$ cat src/hw/rtl/etpe_pkg.sv
// Shared types and constants for the echo tap position envelope block.
package etpe_pkg;

   localparam int WIDE_W     = 36;
   localparam int CSR_IDX_W  = 3;
   localparam int DIV_STEPS  = 31;
   localparam int STEP_CNT_W = 5;

   localparam logic [CSR_IDX_W-1:0] CSR_WINDOW_LOW   = 3'd0;
   localparam logic [CSR_IDX_W-1:0] CSR_WINDOW_HIGH  = 3'd1;
   localparam logic [CSR_IDX_W-1:0] CSR_FADE_SPAN    = 3'd2;
   localparam logic [CSR_IDX_W-1:0] CSR_TAP_SPEED    = 3'd3;
   localparam logic [CSR_IDX_W-1:0] CSR_WRITE_STEP   = 3'd4;
   localparam logic [CSR_IDX_W-1:0] CSR_EDGE_MODE    = 3'd5;
   localparam logic [CSR_IDX_W-1:0] CSR_WINDOW_SHAPE = 3'd6;

   localparam logic [1:0] EDGE_CLAMP   = 2'd0;
   localparam logic [1:0] EDGE_REFLECT = 2'd1;
   localparam logic [1:0] EDGE_CYCLE   = 2'd2;

   localparam logic [1:0] SHAPE_FLAT    = 2'd0;
   localparam logic [1:0] SHAPE_LINEAR  = 2'd1;
   localparam logic [1:0] SHAPE_SQUARED = 2'd2;

   localparam logic [1:0] BOUNCE_NONE = 2'd0;
   localparam logic [1:0] BOUNCE_DOWN = 2'd1;
   localparam logic [1:0] BOUNCE_UP   = 2'd2;

   localparam logic [30:0] Q31_ONE = 31'h7FFF_FFFF;

   localparam logic [31:0] RESET_WINDOW_LOW   = 32'd0;
   localparam logic [31:0] RESET_WINDOW_HIGH  = 32'd8388608;
   localparam logic [31:0] RESET_READ_POS     = 32'd4194304;
   localparam logic [30:0] RESET_FADE_SPAN    = 31'd0;
   localparam logic [17:0] RESET_TAP_SPEED    = 18'd256;
   localparam logic [4:0]  RESET_WRITE_STEP   = 5'd1;
   localparam logic [1:0]  RESET_EDGE_MODE    = EDGE_CYCLE;
   localparam logic [1:0]  RESET_WINDOW_SHAPE = SHAPE_FLAT;

   typedef logic signed [WIDE_W-1:0] wide_type;

   typedef struct packed {
      logic [31:0] window_low;
      logic [31:0] window_high;
      logic [30:0] fade_span;
      logic [17:0] tap_speed;
      logic [4:0]  write_step;
      logic [1:0]  edge_mode;
      logic [1:0]  window_shape;
   } cfg_type;

   typedef enum logic [3:0] {
      ST_IDLE,
      ST_STEP,
      ST_EDGE,
      ST_WRAP_SHIFT,
      ST_WRAP_STEP,
      ST_CENTER,
      ST_DIST,
      ST_DIVIDE,
      ST_SCALE,
      ST_CHECK,
      ST_SQUARE,
      ST_SQUARE_DONE,
      ST_DONE
   } state_type;

   typedef enum logic [1:0] {
      UOP_HOLD,
      UOP_DIV_INIT,
      UOP_DIV_STEP,
      UOP_MUL
   } unit_op_type;

   typedef struct packed {
      unit_op_type op;
      logic [31:0] divisor;
      logic [30:0] mul_a;
      logic [30:0] mul_b;
   } unit_req_type;

   typedef struct packed {
      logic [30:0] quotient;
      logic [61:0] product;
   } unit_rsp_type;

endpackage

$ cat src/hw/rtl/etpe_csr.sv
// Configuration register bank with index decode.
module etpe_csr (
   input  logic                          clock,
   input  logic                          reset,
   input  logic                          csr_write,
   input  logic [etpe_pkg::CSR_IDX_W-1:0] csr_index,
   input  logic [31:0]                   csr_data,
   output etpe_pkg::cfg_type             cfg
);
   import etpe_pkg::*;

   cfg_type cfg_ff;
   cfg_type cfg_in;

   always_comb begin
      cfg_in = cfg_ff;
      if (csr_write) begin
         case (csr_index)
            CSR_WINDOW_LOW:   cfg_in.window_low   = csr_data;
            CSR_WINDOW_HIGH:  cfg_in.window_high  = csr_data;
            CSR_FADE_SPAN:    cfg_in.fade_span    = csr_data[30:0];
            CSR_TAP_SPEED:    cfg_in.tap_speed    = csr_data[17:0];
            CSR_WRITE_STEP:   cfg_in.write_step   = csr_data[4:0];
            CSR_EDGE_MODE:    cfg_in.edge_mode    = csr_data[1:0];
            CSR_WINDOW_SHAPE: cfg_in.window_shape = csr_data[1:0];
            default: ;  // unmapped index, write dropped
         endcase
      end
   end

   always_ff @(posedge clock) begin
      if (reset) begin
         cfg_ff.window_low   <= RESET_WINDOW_LOW;
         cfg_ff.window_high  <= RESET_WINDOW_HIGH;
         cfg_ff.fade_span    <= RESET_FADE_SPAN;
         cfg_ff.tap_speed    <= RESET_TAP_SPEED;
         cfg_ff.write_step   <= RESET_WRITE_STEP;
         cfg_ff.edge_mode    <= RESET_EDGE_MODE;
         cfg_ff.window_shape <= RESET_WINDOW_SHAPE;
      end else begin
         cfg_ff <= cfg_in;
      end
   end

   assign cfg = cfg_ff;

endmodule

$ cat src/hw/rtl/etpe_unit.sv
// Shared arithmetic unit: restoring divide step of Q31 one by a divisor, 31x31 multiply.
module etpe_unit (
   input  logic                   clock,
   input  etpe_pkg::unit_req_type unit_req,
   output etpe_pkg::unit_rsp_type unit_rsp
);
   import etpe_pkg::*;

   logic [31:0] rem_ff, rem_in;
   logic [30:0] quot_ff, quot_in;
   logic [61:0] prod_ff, prod_in;
   logic [32:0] trial;
   logic [32:0] trial_diff;
   logic        trial_ge;

   // dividend is all ones, so every shifted-in bit is 1
   assign trial      = {rem_ff, 1'b1};
   assign trial_ge   = trial >= {1'b0, unit_req.divisor};
   assign trial_diff = trial - {1'b0, unit_req.divisor};

   always_comb begin
      rem_in  = rem_ff;
      quot_in = quot_ff;
      prod_in = prod_ff;
      case (unit_req.op)
         UOP_DIV_INIT: begin
            rem_in  = '0;
            quot_in = '0;
         end
         UOP_DIV_STEP: begin
            rem_in  = trial_ge ? trial_diff[31:0] : trial[31:0];
            quot_in = {quot_ff[29:0], trial_ge};
         end
         UOP_MUL: begin
            prod_in = 62'(unit_req.mul_a) * 62'(unit_req.mul_b);
         end
         default: ;
      endcase
   end

   always_ff @(posedge clock) begin
      rem_ff  <= rem_in;
      quot_ff <= quot_in;
      prod_ff <= prod_in;
   end

   assign unit_rsp.quotient = quot_ff;
   assign unit_rsp.product  = prod_ff;

endmodule

$ cat src/hw/rtl/echo_tap_position_envelope_top.sv
// Top level of the echo tap position envelope: sequencer, tap state and result register.
//
// Usage:
//   req channel (req_valid / req_stall): one beat per audio tick. req_mode 0 advances the
//   read position by write_step*256 minus the tap speed, applying the edge mode at the
//   window limits; req_mode 1 loads req_new_position and clears the bounce direction.
//   rsp channel (rsp_valid / rsp_stall): one beat per request, carrying the new read
//   position and its Q31 window gain.
//   csr port: csr_write with csr_index / csr_data sets a register at the next clock edge; write
//   only while the block is idle.
// Timing:
//   One request is worked at a time; req_stall is high from acceptance until the
//   sequencer returns to idle. The long path is the gain: one-bit-per-cycle division in
//   the shared unit, plus two passes through its 31x31 multiplier for squared triangle.
//   Flat shape or a degenerate window skips the division and multiply in the unit.
// Reset: synchronous; restores the configuration registers, read position 4194304,
//   no bounce, no response pending.
// Back pressure: the response sits in an output register; a new request is accepted
//   while it waits, but the next response holds in the sequencer until the slot frees.
module echo_tap_position_envelope_top (
   input  logic                           clock,
   input  logic                           reset,
   input  logic                           req_valid,
   output logic                           req_stall,
   input  logic                           req_mode,
   input  logic signed [31:0]             req_new_position,
   output logic                           rsp_valid,
   input  logic                           rsp_stall,
   output logic signed [31:0]             rsp_position,
   output logic [30:0]                    rsp_gain,
   input  logic                           csr_write,
   input  logic [etpe_pkg::CSR_IDX_W-1:0] csr_index,
   input  logic [31:0]                    csr_data
);
   import etpe_pkg::*;

   cfg_type      cfg;
   unit_req_type unit_req;
   unit_rsp_type unit_rsp;

   state_type state_ff, state_in;

   // tap state
   logic [31:0] pos_ff, pos_in;
   logic [1:0]  bounce_ff, bounce_in;

   // working registers
   logic signed [19:0]    inc_ff, inc_in;
   wide_type              nt_ff, nt_in;
   wide_type              range_ff, range_in;
   wide_type              wrap_ff, wrap_in;
   wide_type              center_ff, center_in;
   wide_type              half_ff, half_in;
   wide_type              dist_ff, dist_in;
   logic [30:0]           gain_ff, gain_in;
   logic [STEP_CNT_W-1:0] cnt_ff, cnt_in;

   // output register
   logic        rsp_valid_ff, rsp_valid_in;
   logic [31:0] rsp_pos_ff, rsp_pos_in;
   logic [30:0] rsp_gain_ff, rsp_gain_in;

   logic req_take;
   logic slot_free;

   // widened operands
   wide_type           lo_w, hi_w, t_w;
   logic signed [19:0] spd_raw, spd_mag, spd_eff, step_w, inc_next;
   logic               nt_low, nt_high;
   wide_type           span_raw, wrap_final, diff_c;
   logic               wrap_inside;
   logic               flat_gain;
   logic               zero_gain;

   etpe_csr u_csr (
      .clock     (clock),
      .reset     (reset),
      .csr_write (csr_write),
      .csr_index (csr_index),
      .csr_data  (csr_data),
      .cfg       (cfg)
   );

   etpe_unit u_unit (
      .clock    (clock),
      .unit_req (unit_req),
      .unit_rsp (unit_rsp)
   );

   assign req_stall = (state_ff != ST_IDLE);
   assign req_take  = req_valid && !req_stall;
   assign slot_free = !rsp_valid_ff || !rsp_stall;

   assign lo_w = WIDE_W'($signed(cfg.window_low));
   assign hi_w = WIDE_W'($signed(cfg.window_high));
   assign t_w  = WIDE_W'($signed(pos_ff));

   // effective speed after bounce direction
   assign spd_raw = 20'($signed(cfg.tap_speed));
   assign spd_mag = spd_raw[19] ? -spd_raw : spd_raw;
   always_comb begin
      case (bounce_ff)
         BOUNCE_DOWN: spd_eff = -spd_mag;
         BOUNCE_UP:   spd_eff = spd_mag;
         default:     spd_eff = spd_raw;
      endcase
   end
   assign step_w   = 20'($signed(cfg.write_step)) <<< 8;
   assign inc_next = step_w - spd_eff;

   assign nt_low  = nt_ff < lo_w;
   assign nt_high = nt_ff > hi_w;

   assign span_raw    = hi_w - lo_w - $signed(WIDE_W'(cfg.fade_span));
   assign wrap_inside = (wrap_ff <= hi_w) && (wrap_ff >= lo_w);
   assign wrap_final  = wrap_inside ? wrap_ff + WIDE_W'(inc_ff) : wrap_ff;

   assign diff_c = t_w - center_ff;

   assign flat_gain = (cfg.window_shape != SHAPE_LINEAR && cfg.window_shape != SHAPE_SQUARED)
                      || (half_ff <= 0);

   // scaled distance above one, unless the scale factor is zero
   assign zero_gain = (unit_rsp.quotient != '0)
                      && ((|dist_ff[WIDE_W-1:31]) || (|unit_rsp.product[61:31]));

   // next state
   always_comb begin
      state_in = state_ff;
      case (state_ff)
         ST_IDLE: begin
            if (req_take) begin
               state_in = req_mode ? ST_CENTER : ST_STEP;
            end
         end
         ST_STEP: state_in = ST_EDGE;
         ST_EDGE: begin
            if (!nt_low && !nt_high) begin
               state_in = ST_CENTER;
            end else if (cfg.edge_mode == EDGE_CLAMP || cfg.edge_mode == EDGE_REFLECT) begin
               state_in = ST_CENTER;
            end else begin
               state_in = ST_WRAP_SHIFT;
            end
         end
         ST_WRAP_SHIFT: state_in = ST_WRAP_STEP;
         ST_WRAP_STEP:  state_in = ST_CENTER;
         ST_CENTER:     state_in = ST_DIST;
         ST_DIST:       state_in = flat_gain ? ST_DONE : ST_DIVIDE;
         ST_DIVIDE: begin
            if (cnt_ff == STEP_CNT_W'(DIV_STEPS - 1)) begin
               state_in = ST_SCALE;
            end
         end
         ST_SCALE: state_in = ST_CHECK;
         ST_CHECK: begin
            if (zero_gain || cfg.window_shape == SHAPE_LINEAR) begin
               state_in = ST_DONE;
            end else begin
               state_in = ST_SQUARE;
            end
         end
         ST_SQUARE:      state_in = ST_SQUARE_DONE;
         ST_SQUARE_DONE: state_in = ST_DONE;
         ST_DONE: begin
            if (slot_free) begin
               state_in = ST_IDLE;
            end
         end
         default: state_in = ST_IDLE;
      endcase
   end

   // shared unit control
   always_comb begin
      unit_req.op      = UOP_HOLD;
      unit_req.divisor = half_ff[31:0];
      unit_req.mul_a   = dist_ff[30:0];
      unit_req.mul_b   = unit_rsp.quotient;
      case (state_ff)
         ST_DIST:   unit_req.op = UOP_DIV_INIT;
         ST_DIVIDE: unit_req.op = UOP_DIV_STEP;
         ST_SCALE:  unit_req.op = UOP_MUL;
         ST_SQUARE: begin
            unit_req.op    = UOP_MUL;
            unit_req.mul_a = unit_rsp.product[30:0];
            unit_req.mul_b = unit_rsp.product[30:0];
         end
         default: ;
      endcase
   end

   // datapath
   always_comb begin
      pos_in    = pos_ff;
      bounce_in = bounce_ff;
      inc_in    = inc_ff;
      nt_in     = nt_ff;
      range_in  = range_ff;
      wrap_in   = wrap_ff;
      center_in = center_ff;
      half_in   = half_ff;
      dist_in   = dist_ff;
      gain_in   = gain_ff;
      cnt_in    = cnt_ff;
      case (state_ff)
         ST_IDLE: begin
            if (req_take && req_mode) begin
               pos_in    = req_new_position;
               bounce_in = BOUNCE_NONE;
            end
         end
         ST_STEP: begin
            inc_in = inc_next;
            nt_in  = t_w + WIDE_W'(inc_next);
         end
         ST_EDGE: begin
            range_in = span_raw[WIDE_W-1] ? -span_raw : span_raw;
            if (!nt_low && !nt_high) begin
               pos_in = nt_ff[31:0];
            end else if (cfg.edge_mode == EDGE_CLAMP) begin
               pos_in = nt_low ? cfg.window_low : cfg.window_high;
            end else if (cfg.edge_mode == EDGE_REFLECT) begin
               pos_in    = nt_low ? cfg.window_low : cfg.window_high;
               bounce_in = nt_low ? BOUNCE_DOWN : BOUNCE_UP;
            end
         end
         ST_WRAP_SHIFT: begin
            if (nt_high) begin
               wrap_in = t_w - range_ff;
            end else if (nt_low) begin
               wrap_in = t_w + range_ff;
            end else begin
               wrap_in = t_w;
            end
         end
         ST_WRAP_STEP: pos_in = wrap_final[31:0];
         ST_CENTER: begin
            center_in = (lo_w + hi_w + WIDE_W'(1)) >>> 1;
            half_in   = (hi_w - lo_w + WIDE_W'(1)) >>> 1;
         end
         ST_DIST: begin
            dist_in = diff_c[WIDE_W-1] ? -diff_c : diff_c;
            cnt_in  = '0;
            gain_in = Q31_ONE;
         end
         ST_DIVIDE: cnt_in = cnt_ff + STEP_CNT_W'(1);
         ST_CHECK: begin
            if (zero_gain) begin
               gain_in = '0;
            end else begin
               gain_in = Q31_ONE - unit_rsp.product[30:0];
            end
         end
         ST_SQUARE_DONE: gain_in = Q31_ONE - unit_rsp.product[61:31];
         default: ;
      endcase
   end

   // response register
   always_comb begin
      rsp_valid_in = rsp_valid_ff;
      rsp_pos_in   = rsp_pos_ff;
      rsp_gain_in  = rsp_gain_ff;
      if (rsp_valid_ff && !rsp_stall) begin
         rsp_valid_in = 1'b0;
      end
      if (state_ff == ST_DONE && slot_free) begin
         rsp_valid_in = 1'b1;
         rsp_pos_in   = pos_ff;
         rsp_gain_in  = gain_ff;
      end
   end

   always_ff @(posedge clock) begin
      if (reset) begin
         state_ff     <= ST_IDLE;
         pos_ff       <= RESET_READ_POS;
         bounce_ff    <= BOUNCE_NONE;
         rsp_valid_ff <= 1'b0;
      end else begin
         state_ff     <= state_in;
         pos_ff       <= pos_in;
         bounce_ff    <= bounce_in;
         rsp_valid_ff <= rsp_valid_in;
      end
   end

   always_ff @(posedge clock) begin
      inc_ff      <= inc_in;
      nt_ff       <= nt_in;
      range_ff    <= range_in;
      wrap_ff     <= wrap_in;
      center_ff   <= center_in;
      half_ff     <= half_in;
      dist_ff     <= dist_in;
      gain_ff     <= gain_in;
      cnt_ff      <= cnt_in;
      rsp_pos_ff  <= rsp_pos_in;
      rsp_gain_ff <= rsp_gain_in;
   end

   assign rsp_valid    = rsp_valid_ff;
   assign rsp_position = rsp_pos_ff;
   assign rsp_gain     = rsp_gain_ff;

endmodule

$ cat config.mk
export PLATFORM = sky130hd
export DESIGN_NAME = echo_tap_position_envelope_top
export DESIGN_NICKNAME = d
export VERILOG_FILES = /design/src/hw/rtl/etpe_pkg.sv /design/src/hw/rtl/etpe_csr.sv /design/src/hw/rtl/etpe_unit.sv /design/src/hw/rtl/echo_tap_position_envelope_top.sv
export SDC_FILE = /design/constraint.sdc
export NUM_CORES = 2
export LEC_CHECK = 0
export BUFFER_PORTS_ARGS = -buffer_cell sky130_fd_sc_hd__buf_4
export CORE_UTILIZATION = 43
export DETAILED_ROUTE_END_ITERATION = 6
export PLACE_DENSITY_LB_ADDON = 0.05
export SLEW_MARGIN = 10
export SYNTH_ARGS = -nofsm -noshare
export SYNTH_HDL_FRONTEND = slang
export SYNTH_SLANG_ARGS = --single-unit
$ cat constraint.sdc
create_clock -name clock -period 19.45 [get_ports clock]
set_clock_uncertainty 0.15 [all_clocks]
set_input_delay 0 -clock clock [delete_from_list [all_inputs] [get_ports clock]]
set_output_delay 0 -clock clock [all_outputs]
set_load 0.05 [all_outputs]
==> flow_summary.json <==
{
  "dpl.cell_count": 10900,
  "synth_enable_flop_cells": 451,
  "finalSetupTns_ps": 0,
  "synth_ff_type": "edfxtp_1",
  "yosysSeqAreaShare_pct": 22.2,
  "synthDistinctLibCells": 99,
  "required_ps": 19780,
  "grt_overflow_total": 0,
  "die_h_um": 421,
  "r2r_cells": 29,
  "cts-resized-gates": 0,
  "slew_violations": 0,
  "synthCells": 8638,
  "rows": 153,
  "core_mm2": 0.174,
  "initial_core_util_pct": 43.3,
  "slowest_delay_ps": 840,
  "cts_buffers": 75,
  "finalSetupViolations": 0,
  "via_count": 64000,
  "port_buffers": 137,
  "ys_ff_latch": 612,
  "dr.pass1.iters": 6,
  "reg2reg_to": "u_unit.prod_ff[56]",
  "antenna_found_initial": 6,
  "grt_pass1_wl_um": 442000,
  "clk_latency_ps": 740,
  "stdcell_area_mm2": 0.0834,
  "yosys_warnings": 0,
  "tritoncts": "built",
  "die_w_um": 421,
  "maxCapViolCount": 0,
  "setup_ws_ps": 7940,
  "vias_per_cell": 5.74,
  "rrSetupSlack_ps": 7940,
  "crit_type": "flop to flop",
  "path_common_cell": "fa_1",
  "clock_sinks": 612,
  "drt-initial-drc-count": 4922,
  "worstSetupEndpointType": "flop",
  "tightest_slew_ps": 1380,
  "syn_avg_cell_area_um2": 8.74,
  "ctsHtreeMaxLevel": 3,
  "hpwl_um": 242000,
  "cts_buffer_depth": 3,
  "path_clk_slew_ps": 70,
  "dieArea_mm2": 0.177,
  "relSlewSlack_pct": 7.85,
  "cpMaxStageDelayCell": "a211oi_1",
  "layout.nets": 10400,
  "hold_end": "u_csr.cfg[121]",
  "critPathLaunchType": "flop",
  "synth_area_mm2": 0.0755,
  "antenna_left": 0,
  "grt_max_degree": 75,
  "min_period_ps": 11510,
  "fin_crit_sh_pct": 59.2,
  "hp-class": "primary input to flop",
  "ioPinCount": 138,
  "grt_pass1_vias": 65600,
  "grt.total_usage_pct": 34.1,
  "detailedPlace.worstSlack_ps": 8100,
  "syn2layout_area_growth_pct": 10.4,
  "holdPathStages": 4,
  "layout-drive-gt1-share_pct": 6.22,
  "crit_fanout": 62,
  "place_area_mm2": 0.0796,
  "timing.fmax_mhz": 86.9,
  "ctsRootBufferMaster": "clkbuf_16",
  "cp.arrival_ps": 11840,
  "worstHoldStart": "csr_data[31]",
  "async_reset_ff_share_pct": 0,
  "fin_cells": 11200,
  "reg2reg_from": "state_ff[2]",
  "gp_congestion": 0.976,
  "rsz0062_at_grt": "false",
  "status": "completed",
  "wl_um": 303000,
  "drc": 0,
  "wl_per_cell_um": 27.2,
  "hold_viol": 0
}
## synthesized netlist by cell type, types with 25 or more instances
library cell | instances | area [um2]
a211oi_1 | 61 | 458
a21o_1 | 191 | 1430
a21oi_1 | 603 | 3020
a311oi_1 | 25 | 219
a31oi_1 | 73 | 457
and2_1 | 96 | 601
and3_1 | 48 | 300
clkbuf_1 | 337 | 1260
dfxtp_1 | 161 | 3220
edfxtp_1 | 451 | 13500
fa_1 | 846 | 16900
ha_1 | 708 | 8860
inv_1 | 1155 | 4340
mux2i_1 | 59 | 591
nand2_1 | 1156 | 4340
nand2b_1 | 69 | 432
nand3_1 | 109 | 546
nand4_1 | 65 | 407
nor2_1 | 883 | 3310
nor2b_1 | 78 | 488
nor3_1 | 126 | 631
nor4_1 | 49 | 307
o211ai_1 | 35 | 263
o21a_1 | 91 | 683
o21ai_0 | 231 | 1160
o21bai_1 | 66 | 495
o31ai_1 | 29 | 218
or3_1 | 38 | 238
xnor2_1 | 236 | 2070
xor2_1 | 124 | 1090
## cell usage in the layout (no fill, tap or decap), drive strengths merged, types with 17 or more instances in the layout
cell type	n
xnor2	236
o21a	91
nand3	110
buf	302
nor3	130
or2	25
o211ai	35
o31ai	32
mux2i	59
a21o	191
and2	96
nor2	883
a31oi	74
o21ai	253
nand2	1156
o21bai	66
a31o	21
nor2b	78
o221ai	17
nand2b	69
a221oi	23
dlygate4sd3	115
a221o	17
nor4	49
nand4	65
inv	1160
clkbuf	100
a311oi	25
a22oi	19
or3	40
a211oi	62
a21oi	605
dfxtp	161
xor2	124
and3	48
clkinv	22
fa	846
edfxtp	451
ha	708
## final cells by class
| type | instances | area [um2] |
|---|---|---|
| sequential | 612 | 16800 |
| inverter | 1157 | 4340 |
| clock buffer | 100 | 2060 |
| timing repair buffer | 417 | 3420 |
| multi-input combinational | 6500 | 53400 |
| clock inverter | 38 | 539 |
| antenna | 4 | 10.0 |
| fill | 17000 | 90800 |
| tap | 2325 | 2910 |
## worst max-delay path: cells and delay by family, from the launching register on
family | cells | cell delay [ps]
adders and majority gates | 9 | 4360
AOI/OAI and AO/OA | 7 | 2560
and+or+nand+nor | 7 | 2130
buffers and inverters | 5 | 1280
DFF | 1 | 480
xor gates and xnor gates | 1 | 170
## how the worst max path moves through the flow
stage	slack, ps	to	from
after floorplan	10200	u_unit.prod_ff[59]	state_ff[2]
after global placement	8150	u_unit.prod_ff[56]	state_ff[2]
after detailed placement	8100	u_unit.prod_ff[59]	state_ff[2]
after CTS	8090	u_unit.prod_ff[56]	state_ff[2]
after global routing	7410	u_unit.prod_ff[59]	state_ff[2]
final	7940	u_unit.prod_ff[56]	state_ff[2]
## timing repair
item / in CTS / in global routing
hold buffers: 115 / 0
endpoints found under the hold margin: 222 / 0
buffers inserted: 0 / 0
setup endpoints to repair: 0 / 0
## flip-flops by register name, indices dropped and copies added (netlist names), 31 cells and up
register and flops:
u_unit.quot_ff 31, center_ff 33, u_unit.prod_ff 62, range_ff 36, nt_ff 33, u_unit.rem_ff 32, rsp_gain 31, u_csr.cfg 122
half_ff 33, gain_ff 31, wrap_ff 36, rsp_position 32, dist_ff 36, pos_ff 32
## routing by layer
metal / track usage (%) / routed length [um]
met1: 38.9 / 114000
met2: 59.1 / 148000
met3: 4.21 / 15400
met4: 24.4 / 25900
met5: 0 / 13
## stage by stage
stage	hold WS (ps)	utilization [%]
after floorplan	-26.0	-
after global placement	144	45.7
after detailed placement	143	45.7
after global routing	42.6	47.9
final	34.5	47.9
after CTS	0.941	47.9
## cell families after synthesis
logic type	synth area share [%]
adder cells (fa/ha/maj)	34.2
AO/OA/AOI/OAI	14.5
flip-flops	22.2
buffers and inverters	7.63
multiplexers	0.857
AND/OR/NAND/NOR	16.5
XOR/XNOR	4.18
other	0.00497
Power is left out: the tool's default activity adds up to more than one toggle a clock period on the data nets, which glitch-free logic cannot reach.
